## src/gcs_pkg.sv

```systemverilog
package gcs_pkg;

  // Coefficient registers: unsigned Q0.16 weights, one per tap distance
  localparam int COEF_W    = 16;
  localparam int NUM_COEF  = 5;
  localparam int CFG_IDX_W = 3;

  typedef logic [COEF_W-1:0] coef_t;

  // Register indexes on the configuration port
  localparam logic [CFG_IDX_W-1:0] CFG_COEF_OUTER  = 3'd0;
  localparam logic [CFG_IDX_W-1:0] CFG_COEF_THIRD  = 3'd1;
  localparam logic [CFG_IDX_W-1:0] CFG_COEF_SECOND = 3'd2;
  localparam logic [CFG_IDX_W-1:0] CFG_COEF_NEAR   = 3'd3;
  localparam logic [CFG_IDX_W-1:0] CFG_COEF_CENTRE = 3'd4;

  // Reset weights, indexed by distance from the center tap
  localparam coef_t COEF_RESET [NUM_COEF] = '{
    16'd15784, 16'd13184, 16'd7683, 16'd3124, 16'd886
  };

endpackage

```

## src/gcs_cell.sv

```systemverilog
// One tap of the window: holds an original point, passes it to its
// neighbor on every accepted word, and registers its weighted product.
module gcs_cell
  import gcs_pkg::*;
#(
  parameter int COORD_BITS = 16,
  parameter int PROD_W     = COORD_BITS + COEF_W + 1
) (
  input  logic                         clk,
  input  logic                         shift_en,
  input  logic                         prod_en,
  input  logic signed [COORD_BITS-1:0] nbr_x,
  input  logic signed [COORD_BITS-1:0] nbr_y,
  input  coef_t                        coef,
  output logic signed [COORD_BITS-1:0] pt_x_r,
  output logic signed [COORD_BITS-1:0] pt_y_r,
  output logic signed [PROD_W-1:0]     prod_x_r,
  output logic signed [PROD_W-1:0]     prod_y_r
);

  logic signed [COEF_W:0] wgt;

  assign wgt = signed'({1'b0, coef});

  // point storage, shifts toward the oldest end
  always_ff @(posedge clk) begin
    if (shift_en) begin
      pt_x_r <= nbr_x;
      pt_y_r <= nbr_y;
    end
  end

  // weighted product of the held point
  always_ff @(posedge clk) begin
    if (prod_en) begin
      prod_x_r <= PROD_W'(pt_x_r * wgt);
      prod_y_r <= PROD_W'(pt_y_r * wgt);
    end
  end

endmodule

```

## config.mk

```make
export PLATFORM = sky130hd
export DESIGN_NAME = gcs_cell
export DESIGN_NICKNAME = d
export VERILOG_FILES = /design/src/gcs_pkg.sv /design/src/gcs_cell.sv
export SDC_FILE = /design/constraint.sdc
export NUM_CORES = 1
export LEC_CHECK = 0
export BUFFER_PORTS_ARGS = -buffer_cell sky130_fd_sc_hd__buf_2
export CORE_MARGIN = 4
export CORE_UTILIZATION = 30
export CTS_CLUSTER_DIAMETER = 60
export DETAILED_ROUTE_END_ITERATION = 6
export GPL_TIMING_DRIVEN = 0
export HOLD_SLACK_MARGIN = 0.08
export PLACE_DENSITY_LB_ADDON = 0.05
export SLEW_MARGIN = 20
export SYNTH_ARGS = -nofsm -noshare
export SYNTH_HDL_FRONTEND = slang
export SYNTH_SLANG_ARGS = --single-unit
```

## constraint.sdc

```tcl
create_clock -name clk -period 25.1 [get_ports clk]
set_input_delay 7.53 -clock clk [delete_from_list [all_inputs] [get_ports clk]]
set_output_delay 7.53 -clock clk [all_outputs]
set_load 0.005 [all_outputs]
```

Word-level counts from Yosys, hierarchy flattened
Index checks and enable logic that the tools add are counted.
- output and inout port bits: 98
- bits in registers: 98
- input port bits: 51
- $mul: 2
- operator list (cell ; number):
    16-bit by 17-bit multiplier with 33-bit output ; 2

Longest topological paths before layout
- depth after elaboration: 1
- gate-level depth with buffers: 23

Worst setup path before layout
Ideal clock, no wire load.
- path kind: input port to flip-flop
- from: input coef[10]
- to: register prod_x_r[26], data pin
- arrival: 12863 ps
- path buffers: 1
- data required time: 24835 ps
- slack: 11972 ps
- cell stages on the path: 21
- path through: clkbuf_1 -> nand2_1 -> fa_1 -> fa_1 -> inv_1 -> fa_1 -> inv_1 -> fa_1 -> inv_1 -> fa_1 -> inv_1 -> fa_1 -> inv_1 -> ha_1 -> a21o_1 -> a221o_1 -> a21o_1 -> o31a_1 -> a21oi_1 -> o21bai_1 -> xor2_1
- word-level cells in the longest chain between the ends: 1
- ends and longest elaborated chain (item ; RTL line ; text):
    from (decl) ; gcs_cell.sv:14 ; input coef_t coef,
    16-bit by 17-bit multiplier with 33-bit output ; gcs_cell.sv:36 ; prod_x_r <= PROD_W'(pt_x_r * wgt);
    to (signal assigned) ; gcs_cell.sv:36 ;
    to (decl) ; gcs_cell.sv:17 ; output logic signed [PROD_W-1:0] prod_x_r,
No other way between the ends.
A chain may end at the register's enable or synchronous reset.

Worst setup path in the final report
- from: input coef[14]
- to: register prod_x_r[28], data pin
Same word-level chain as after synthesis.

==> metrics.md <==
| Metric | Value |
|---|---|
| Cells on Worst Hold Path | 1 |
| Post-CTS Hold Buffers | 0 |
| Synthesized cell area | 0.0207 sq mm |
| Clock transition at path regs | 0.08 ns |
| Die width | 271 um |
| Die Y | 271 um |
| H-tree Lvls | 3 |
| IO Count | 149 |
| Crit-path cells | buf_2 > clkbuf_1 > and2_1 > fa_1 > inv_1 > fa_1 > inv_1 > fa_1 > fa_1 > fa_1 > inv_1 > fa_1 > inv_1 > ha_1 > and4_4 > nand3_1 > nor3_1 > nand4_1 > nand3_1 > a311oi_1 > xnor2_1 |
| Worst-Margin Slew | 1.09 ns |
| Initial antenna violation count | 4 |
| Synth cell types | 50 |
| CP Launch Type | input port |
| WP data required | 25.25 ns |
| Layout Utilization | 33.4% |
| Simple-gate portion of the synthesized area | 14.8% |
| Max-slew violations | 0 |
| Arrival time worst endpoint | 14.37 ns |
| Vias in the first global route | 16631 |
| Clk_lat worst skew | 0.41 ns |
| Row Count | 96 |
| Async SR Flop Fraction | 0% |
| Syn Nets | 2857 |
| Worst path slowest cell | clkbuf_1 |
| Pin count of the biggest net entering global routing | 48 |
| Share of post-route cells with drive strength above 1 | 7.70% |
| Total Routing Usage GR | 17.9% |
| Top cells by area, synth | fa_1 38%, ha_1 15%, edfxtp_1 14%, inv_1 8.8%, and2_1 6.8% |
| First-pass GRT wire length | 98600 um |
| Initial DRC Count | 804 |
| Max Cap Viol | 0 |
| Clk buf depth | 2 |
| Synthesized instance count | 2174 |
| DPL Wire Length | 52200 um |
| Status | finished clean |
| CTS tree | done |
| Post-synth top area cell | fa_1 |
| Drt via density | 4.76 |
| RR Startpoint | pt_x_r[6] |
| Final WL | 63600 um |
| Fin Clk Skew | 0.0115 ns |
| Post-synthesis sequential area ratio | 14.2% |
| Critical path's top delay family | adder cells |
| Starting Density | 30.2% |
| Tcrit/Tclk final | 56.7% |
| Adder-Cell Fraction of Synth Area | 52.3% |
| Clk sinks | 98 |
| Maximum fanout along the worst path | 10 |
| CP startpoint | coef[14] |
| PnR worst setup slack | 10.88 ns |
| Final setup fails | 0 |
| Via count | 15341 |
| WL per Instance | 19.7 um |
| Crit path buf inv count | 6 |
| Synth cell count leaders | 487 x inv_1, 388 x fa_1, 296 x nand2_1 |
| Placed insts | 3205 |
| Pre-CTS setup slack | 10.54 ns |
| IO buf count | 148 |
| CP Depth | 21 |
| Setup TNS | 0 ns |
| Hold Path Class | reg -> reg |
| Top-area cell type share of the netlist area | 37.5% |
| Synth Register Bits | 98 |
| RSZ-0062 raised after global routing | false |
| Compound-Gate Fraction of Synth Area | 5.68% |
| Post-CTS Setup Bufs | 0 |
| Yosys Warn Count | 0 |
| Die Footprint | 0.0732 sq mm |
| CTS root buffer | clkbuf_16 |
| Top_reg_cell synth | edfxtp_1 |
| Detail Route Antenna Nets | 0 |
| Number of nets at the end of the flow | 3017 |
| FILL cells | 7314 |
| Crit Reg-Reg Endpoint | prod_x_r[28] |
| Worst slew margin relative to its limit | 27.5% |
| Mux contribution to synthesized area | 0% |
| Total core area | 0.0685 sq mm |
| P&R area growth vs syn | 10.5% |
| Final Wtd Congestion | 0.851 |
| Final hold vios | 0 |
| Fin crit period | 14.22 ns |
| Critical path's largest stage delay | 0.79 ns |
| Multi-input logic area | 0.0156 sq mm |
| Post-synth EDFFs | 98 |
| Total CTS buffers | 9 |
| DRC viols | 0 |
| Most frequent cell after synthesis | inv_1 |
| Reg-to-reg setup timing slack | 17.77 ns |
| Main combinational cell family by area after synthesis | adder cells |
| R2r worst-path depth | 20 |
| CP Capture Type | flip-flop |
| Max frequency | 70.3 MHz |
| TritonRoute pass-1 iters | 5 |
| Non-Filler Instances | 3224 |
| Avg Inst Size Synth | 9.52 sq um |
| Setup crit end | prod_x_r[28] |
| Grt total ovfl | 0 |
| Reg area | 0.00294 sq mm |
| Post-Synth XOR/XNOR Area | 2.45% |
| Post-cts resize count | 0 |
| Crit Path Class | in -> reg |
| Most frequent CP cell | fa_1 |
==> worst min-delay path by stage <==
stage                    from  slack, ns     endpoint
finish              pt_x_r[0]       0.81  prod_x_r[0]
floorplan           pt_x_r[0]       0.64  prod_x_r[0]
CTS                 pt_x_r[0]       0.83  prod_x_r[0]
detailed placement  pt_x_r[0]       0.81  prod_x_r[0]
global placement    pt_x_r[0]       0.80  prod_x_r[0]
global route        pt_x_r[0]       0.87  prod_x_r[0]
==> per-layer routing <==
metal | wire [um] | vias up | GRT usage (%)
met5 | 13 | - | 0
met4 | 688 | 2 | 3.04
met3 | 3440 | 32 | 3.10
met2 | 31200 | 377 | 30.6
met1 | 28300 | 7993 | 24.3
li1 | - | 6937 | -
==> cell families after synthesis <==
group / after synthesis
buffers and inverters: 580
flip-flops: 98
XOR/XNOR: 58
AO/OA/AOI/OAI: 178
adder cells (fa/ha/maj): 632
AND/OR/NAND/NOR: 628
==> layout make-up <==
type | instances | share of cell area (%)
antenna | 3 | 0.0328
timing repair buffer | 149 | 3.37
buffer | 92 | 1.52
inverter | 488 | 8.01
clock buffer | 9 | 0.985
clock inverter | 7 | 0.257
multi-input combinational | 1496 | 68.1
tap | 882 | 4.83
sequential | 98 | 12.9
==> flip-flops by register name, indices dropped and copies added, names as in the netlist <==
| name | flops |
|---|---|
| pt_x_r | 16 |
| prod_y_r | 33 |
| pt_y_r | 16 |
| prod_x_r | 33 |
==> layout by cell type (no fill, tap or decap), types with 3 or more instances in the layout <==
cell type / count
a21oi_1: 60
a31o_2: 4
o211ai_1: 6
and2_1: 224
nand3_1: 14
o31ai_1: 3
nand2_1: 296
a211oi_1: 6
nor3_1: 5
clkbuf_16: 9
a21o_1: 21
clkbuf_1: 90
o21ai_0: 34
and3_1: 7
buf_2: 148
nor2b_1: 6
inv_1: 487
o21ai_2: 3
fa_1: 388
nor2_1: 44
xor2_1: 21
ha_1: 244
xnor2_1: 37
a21boi_0: 3
nand4_1: 7
edfxtp_1: 98
a31oi_1: 7
inv_6: 3
diode_2: 3
o211a_1: 3
o21bai_1: 10
nand2b_1: 14
or3_1: 3
==> through the flow <==
| stage | hold slack, ns | instance area [sq um] |
|---|---|---|
| 2_1_floorplan | 0.643 | 20700 |
| 3_3_place_gp | 0.804 | 22500 |
| 3_5_place_dp | 0.806 | 22600 |
| 4_1_cts | 0.827 | 22900 |
| 5_1_grt | 0.874 | 22900 |
| 6_report | 0.812 | 22900 |
Power is not shown: default switching activity piles up to over one toggle a cycle in this logic, so the estimate is an artifact.
