**src/gcs_pkg.sv**
```systemverilog
package gcs_pkg;

  // Coefficient registers: unsigned Q0.16 weights, one per tap distance
  localparam int COEF_W    = 16;
  localparam int NUM_COEF  = 5;
  localparam int CFG_IDX_W = 3;

  typedef logic [COEF_W-1:0] coef_t;

  // Register indexes on the configuration port
  localparam logic [CFG_IDX_W-1:0] CFG_COEF_OUTER  = 3'd0;
  localparam logic [CFG_IDX_W-1:0] CFG_COEF_THIRD  = 3'd1;
  localparam logic [CFG_IDX_W-1:0] CFG_COEF_SECOND = 3'd2;
  localparam logic [CFG_IDX_W-1:0] CFG_COEF_NEAR   = 3'd3;
  localparam logic [CFG_IDX_W-1:0] CFG_COEF_CENTRE = 3'd4;

  // Reset weights, indexed by distance from the center tap
  localparam coef_t COEF_RESET [NUM_COEF] = '{
    16'd15784, 16'd13184, 16'd7683, 16'd3124, 16'd886
  };

endpackage

```
**src/gcs_reduce.sv**
```systemverilog
// Sums the tap products of one coordinate: registered group sums, then
// the final add with round-half-up, floor shift and saturation.
module gcs_reduce
  import gcs_pkg::*;
#(
  parameter int COORD_BITS = 16,
  parameter int TAPS       = 9,
  parameter int PROD_W     = COORD_BITS + COEF_W + 1
) (
  input  logic                         clk,
  input  logic                         en,
  input  logic signed [PROD_W-1:0]     prod [TAPS],
  output logic signed [COORD_BITS-1:0] result
);

  localparam int GRP    = 3;
  localparam int NGRP   = (TAPS + GRP - 1) / GRP;
  localparam int SUM_W  = PROD_W + $clog2(TAPS) + 1;
  localparam int QW     = SUM_W - COEF_W;
  localparam logic signed [SUM_W-1:0] HALF_LSB =
    {{(SUM_W - COEF_W){1'b0}}, 1'b1, {(COEF_W - 1){1'b0}}};
  localparam logic signed [COORD_BITS-1:0] COORD_MAX = {1'b0, {(COORD_BITS-1){1'b1}}};
  localparam logic signed [COORD_BITS-1:0] COORD_MIN = {1'b1, {(COORD_BITS-1){1'b0}}};

  logic signed [SUM_W-1:0] grp_r   [NGRP];
  logic signed [SUM_W-1:0] grp_nxt [NGRP];
  logic signed [SUM_W-1:0] total;
  logic        [QW-1:0]    quot;
  logic                    fits;

  // group sums of up to three products
  always_comb begin
    for (int g = 0; g < NGRP; g++) begin
      grp_nxt[g] = '0;
      for (int j = 0; j < GRP; j++) begin
        if (g * GRP + j < TAPS) begin
          grp_nxt[g] = grp_nxt[g] + SUM_W'(prod[g * GRP + j]);
        end
      end
    end
  end

  always_ff @(posedge clk) begin
    if (en) begin
      grp_r <= grp_nxt;
    end
  end

  // final sum, round half up, floor by the fraction bits
  always_comb begin
    total = HALF_LSB;
    for (int g = 0; g < NGRP; g++) begin
      total = total + grp_r[g];
    end
  end

  assign quot = total[SUM_W-1:COEF_W];
  assign fits = (&quot[QW-1:COORD_BITS-1]) || !(|quot[QW-1:COORD_BITS-1]);

  // clamp to the coordinate range
  always_comb begin
    if (fits) begin
      result = signed'(quot[COORD_BITS-1:0]);
    end else if (quot[QW-1]) begin
      result = COORD_MIN;
    end else begin
      result = COORD_MAX;
    end
  end

endmodule

```
**config.mk**
```make
export PLATFORM = sky130hd
export DESIGN_NAME = gcs_reduce
export DESIGN_NICKNAME = d
export VERILOG_FILES = /design/src/gcs_pkg.sv /design/src/gcs_reduce.sv
export SDC_FILE = /design/constraint.sdc
export NUM_CORES = 1
export LEC_CHECK = 0
export BUFFER_PORTS_ARGS = -buffer_cell sky130_fd_sc_hd__buf_2
export CORE_MARGIN = 2
export CORE_UTILIZATION = 45
export DETAILED_ROUTE_END_ITERATION = 10
export GPL_TIMING_DRIVEN = 1
export PLACE_DENSITY = 0.72
export SYNTH_ARGS = -nofsm -noshare
export SYNTH_HDL_FRONTEND = slang
export SYNTH_SLANG_ARGS = --single-unit
```
**constraint.sdc**
```tcl
create_clock -name clk -period 4.75 [get_ports clk]
set_input_delay 0.95 -clock clk [delete_from_list [all_inputs] [get_ports clk]]
set_output_delay 0.95 -clock clk [all_outputs]
set_load 0.01 [all_outputs]
```
Word-level counts from Yosys, hierarchy flattened
Index checks and enable logic that the tools add are counted.
{"block": "word_totals", "elab_cells": 18, "n_memories": 0, "rom_bits": 0, "out_inout_bits": 16, "latchBits": 0, "ramBits": 0, "inputBits": 299, "register_bits": 114}
{"block": "op_classes", "n_eq_ne": 0, "div": 0, "multipliers": 0, "add_sub_neg": 9, "n_shift": 0, "n_bitwise": 0, "order_cmp": 0, "n_reduce_logical": 4, "mux": 2}
{"op": "$add 34x33->35", "count": 3}
{"op": "$add 33x33->34", "count": 3}
{"op": "$add 38x38->38", "count": 2}
{"op": "$add 17x38->38 const A", "count": 1}
{"op": "$mux 16", "count": 2}
{"op": "$reduce_and 7->1", "count": 1}
{"op": "$reduce_or 7->1", "count": 1}
{"op": "$logic_not 1->1", "count": 1}
{"op": "$logic_or 1x1->1", "count": 1}

Longest topological paths before layout
{"block": "depth", "word_depth": 7, "mapped_depth": 16}

Worst setup path after synthesis
No wires, ideal clock.
{"block": "synth_timing", "path_type": "reg2out", "start": "register grp_r[6] in the netlist's numbering", "end": "output port result[10]", "path_stages_with_launch": 17, "t_arrival_ns": 3.725, "path_buffers": 1, "slack_ns": 0.075, "cell_sequence": "edfxtp_1 inv_1 fa_1 inv_1 ha_1 ha_1 a211o_1 a21oi_2 or2b_4 a31oi_4 a31o_1 a2111o_1 a21oi_2 xor2_2 o31ai_4 buf_6 a21oi_2"}
{"block": "synth_between", "elab_chain_len": 5}
{"item": "start, declared", "line": "gcs_reduce.sv:25", "rtl": "logic signed [SUM_W-1:0] grp_r [NGRP];"}
{"item": "start signal, assigned", "line": "gcs_reduce.sv:45", "rtl": "grp_r <= grp_nxt;"}
{"item": "$add 38x38->38 (*)", "line": "gcs_reduce.sv:53", "rtl": "total = total + grp_r[g];"}
{"item": "$reduce_or 7->1", "line": "gcs_reduce.sv:58", "rtl": "assign fits = (&quot[QW-1:COORD_BITS-1]) || !(|quot[QW-1:COORD_BITS-1]);"}
{"item": "$logic_not 1->1", "line": "gcs_reduce.sv:58"}
{"item": "$logic_or 1x1->1", "line": "gcs_reduce.sv:58"}
{"item": "$mux 16 (*)", "line": "gcs_reduce.sv:62", "rtl": "if (fits) begin"}
{"item": "end, declared", "line": "gcs_reduce.sv:13", "rtl": "output logic signed [COORD_BITS-1:0] result"}
Every way passes the cells marked *; elsewhere a longest branch is shown, timed or not.

Worst setup path after layout
{"block": "layout_timing", "start": "register grp_r[47] in the netlist's numbering", "end": "output port result[4]"}
{"block": "layout_between", "elab_chain_len": 6}
{"item": "$add 38x38->38 (*) (2 in a row)", "line": "gcs_reduce.sv:53"}
{"item": "$reduce_or 7->1", "line": "gcs_reduce.sv:58"}
{"item": "$logic_not 1->1", "line": "gcs_reduce.sv:58"}
{"item": "$logic_or 1x1->1", "line": "gcs_reduce.sv:58"}
{"item": "$mux 16 (*)", "line": "gcs_reduce.sv:62"}
Marks and branches as above.

==> key figures <==
Pwr
  • Switching pwr: 5650 uW
  • Total power draw: 12,300 uW
  • Combinational share of power: 81.5%
  • Leak: 0.00807 uW
  • PD cells: 745 nW/um^2
  • Worst vdd ir: 0.435 mV
  • Clock network power share: 6.4%
  • Reg power frac: 12.1%
  • P_int: 6640 uW
  • Sw frac: 46.0%

Clock network
  • Hold_buf cts: 0
  • Maximum level of the CTS H-tree: 3
  • Total CTS buffers: 9
  • CTS tree: yes
  • Clock Sinks: between 100 and 150
  • Root Driver: clkbuf_16
  • CTS Buffer Depth: 2
  • Clock transition at the registers of the reported paths: 0.08 ns

Floorplan
  • # IOs: approximately 320
  • Die width: 175 um
  • Die area: 30,700 sq um
  • Initial core utilization: 45.9%
  • Die height: 175 um
  • Core Area: 28,800 sq um
  • Row count: 62

Global routing
  • First-pass GRT wire length: 50,900 um
  • Vias in the first global route: 10,800
  • Initial antenna violation count: 0
  • Total gr overflow: 0
  • Total track usage: 20.5%
  • Largest net degree at the start of global routing: 62

Place
  • Number of port buffers: 314
  • DPL Wire Length: 26,900 um
  • GP Congestion: approximately 0.88
  • Placed cell count: 2,057
  • Pre-CTS setup slack: -0.274 ns

Layout
  • Layout cell share with drive strength beyond 1: 28.3%
  • Post-layout nets: approximately 2,300
  • Ant diodes: 0
  • Final std cells w/o fill: around 2,100
  • Largest Register: grp_r
  • Final core occ: 57.3%
  • Largest regs: grp_r: 105 flops
  • Max FFs per register: 105
  • Syn-to-layout area delta: 25.0%

Yosys
  • Prevailing post-synth register cell: edfxtp_1
  • Ys Warns: 0
  • Synth cell types: 73
  • Sequential element share of the synthesized area: 23.9%
  • Largest area contributor in the netlist: edfxtp_1
  • Avg Inst Size Synth: roughly 10 sq um
  • Cells after Synth: around 1,300
  • Largest cells by area after synthesis: edfxtp_1 24%, fa_1 21%, ha_1 16%
  • Synthesized flop and latch total: 105
  • Asr flop ratio synth: 0%
  • Net Count, Synth: 1,911
  • Synthesized area: 13,200 sq um
  • Post-synth EDFFs: 105
  • Most frequent cell after synthesis: inv_1
  • Yosys top cell area share: 23.9%
  • Commonest cells post-synth: 216 x inv_1, 168 x ha_1, 136 x fa_1, 105 x edfxtp_1, 90 x a21oi_1

Critical path
  • Worst Path Required: 3.80 ns
  • Crit path DAT: 4.38 ns
  • Crit path kind: register to output port
  • Critical Path Fanout Max: 5
  • Startpoint types: register
  • Endpoint type of the worst setup path: output port

Timing
  • RSZ-0062 raised after global routing: true
  • Post-route minimum period: 5.33 ns
  • # setup viols final: 16
  • Final period util: 112%
  • Max Fclk: 188 MHz
  • WHS: 1.04 ns
  • Max Slew Vio Count: 0
  • Worst-Margin Slew: approximately 0.8 ns
  • Final worst slack: -0.582 ns
  • Worst relative slew slack: 47.6%
  • Fin. Hold Viols: 0

Route
  • DR iter-0 viols: 566
  • Via density: 5.14
  • Routed Wire Length: 31,800 um
  • Drt first pass iters: 5
  • Routed via count: 10,700
  • Routed wire length per instance: 15.3 um
  • DRC viols: 0
  • Antenna Nets Post-Route: 0

Run status
  • Outcome: finished, violations left
  • Failing checks: setup timing

Run
  • Max-cap viol count: 0

Min path
  • Hold Crit Start: prod[265]
  • Class of the tightest hold or removal check: input pin to register
  • Hold path depth: 3
  • Worst hold endpoint: grp_r[77]
==> routing by layer <==
| layer | part of all wire (%) | GRT usage (%) | up-vias | wire [um] |
|---|---|---|---|---|
| met5 | 0 | 0 | - | 0 |
| li1 | - | - | 5346 | - |
| met1 | 50 | 30.2 | 4993 | 15800 |
| met2 | 45 | 33.3 | 347 | 14300 |
| met3 | 4.4 | 1.65 | 27 | 1390 |
| met4 | 1.2 | 4.38 | 0 | 382 |
==> cell usage in the layout (no fill, tap or decap), types with 4 or more instances in the layout <==
cell | Yosys | layout
buf_2 | 0 | 309
inv_1 | 216 | 209
ha_1 | 168 | 149
fa_1 | 136 | 135
edfxtp_1 | 105 | 105
a21oi_1 | 90 | 84
nor2_1 | 69 | 67
buf_4 | 0 | 64
a21o_1 | 59 | 59
xnor2_1 | 53 | 53
nand2_1 | 52 | 52
o21ai_0 | 46 | 43
xor2_1 | 38 | 37
nand3_1 | 21 | 21
ha_4 | 0 | 19
a21oi_2 | 17 | 18
nor3_1 | 17 | 17
nand2b_1 | 16 | 16
o21a_1 | 15 | 15
o21bai_1 | 15 | 15
and3_1 | 14 | 14
a31oi_1 | 16 | 14
nor2b_1 | 13 | 13
nand4_1 | 12 | 12
a211o_1 | 9 | 9
clkbuf_16 | 0 | 9
buf_6 | 2 | 9
o211ai_1 | 8 | 8
inv_2 | 0 | 7
or3_1 | 6 | 6
and2_1 | 6 | 6
o21ai_1 | 5 | 5
a21oi_4 | 0 | 5
a211oi_1 | 4 | 4
o2111ai_1 | 4 | 4
o311ai_0 | 4 | 4
==> worst max-delay path: stages, from the launching register on <==
cell and delay [ns]:
edfxtp_1 0.35, inv_1 0.07, fa_1 0.52, inv_1 0.06, ha_1 0.30, ha_1 0.31, nand2_1 0.11, nor2_2 0.05
a31oi_1 0.17, buf_4 0.15, a31oi_4 0.11, a31o_1 0.24, buf_4 0.14, a31oi_2 0.23, xor2_2 0.14, nor4_4 0.34
a41oi_4 0.18, buf_12 0.17, buf_12 0.13, a21oi_4 0.12, buf_6 0.12
==> power groups by stage <==
stage	logic (uW)	registers, uW	clock network (uW)
2_1_floorplan	5320	1480	0
3_3_place_gp	8330	1500	0
3_5_place_dp	8410	1510	0
4_1_cts	9330	1490	806
5_1_grt	11000	1520	837
6_report	10000	1490	785
==> stage by stage <==
step	instance area [sq um]	setup TNS, ns
floorplan	13200	0
global route	16500	-12.52
finish	16500	-8.51
CTS	16200	-8.89
detailed placement	15700	-3.72
global placement	15700	-2.61
==> how the worst max path moves through the flow <==
stage / endpoint / start / cells after the start
finish: result[4] / grp_r[47] / 20
global route: result[12] / grp_r[47] / 20
CTS: result[12] / grp_r[82] / 19
detailed placement: result[12] / grp_r[4] / 18
global placement: result[10] / grp_r[6] / 17
floorplan: result[10] / grp_r[6] / 16
==> what timing repair did <==
action,in CTS,in global routing
gates resized for setup,24,40
pin swaps,24,28
cloned,2,0
setup buffers,8,2
endpoints found under the setup margin,16,16
==> cell families after synthesis <==
logic type	share of synthesized area, %
and+or+nand+nor	9.20
muxes	0.0758
AOI/OAI and AO/OA	17.6
buffers and inverters	6.54
DFF	23.9
adders and majority gates	36.5
xor gates and xnor gates	6.16
==> final cells by class <==
class / count / area, sq um
multi-input combinational: 977 / 9530
tap: 384 / 480
clock buffer: 9 / 225
fill: 2452 / 12300
clock inverter: 7 / 83.8
inverter: 216 / 811
sequential: 105 / 3150
timing repair buffer: 386 / 2220
(Power assumes the default switching activity.)
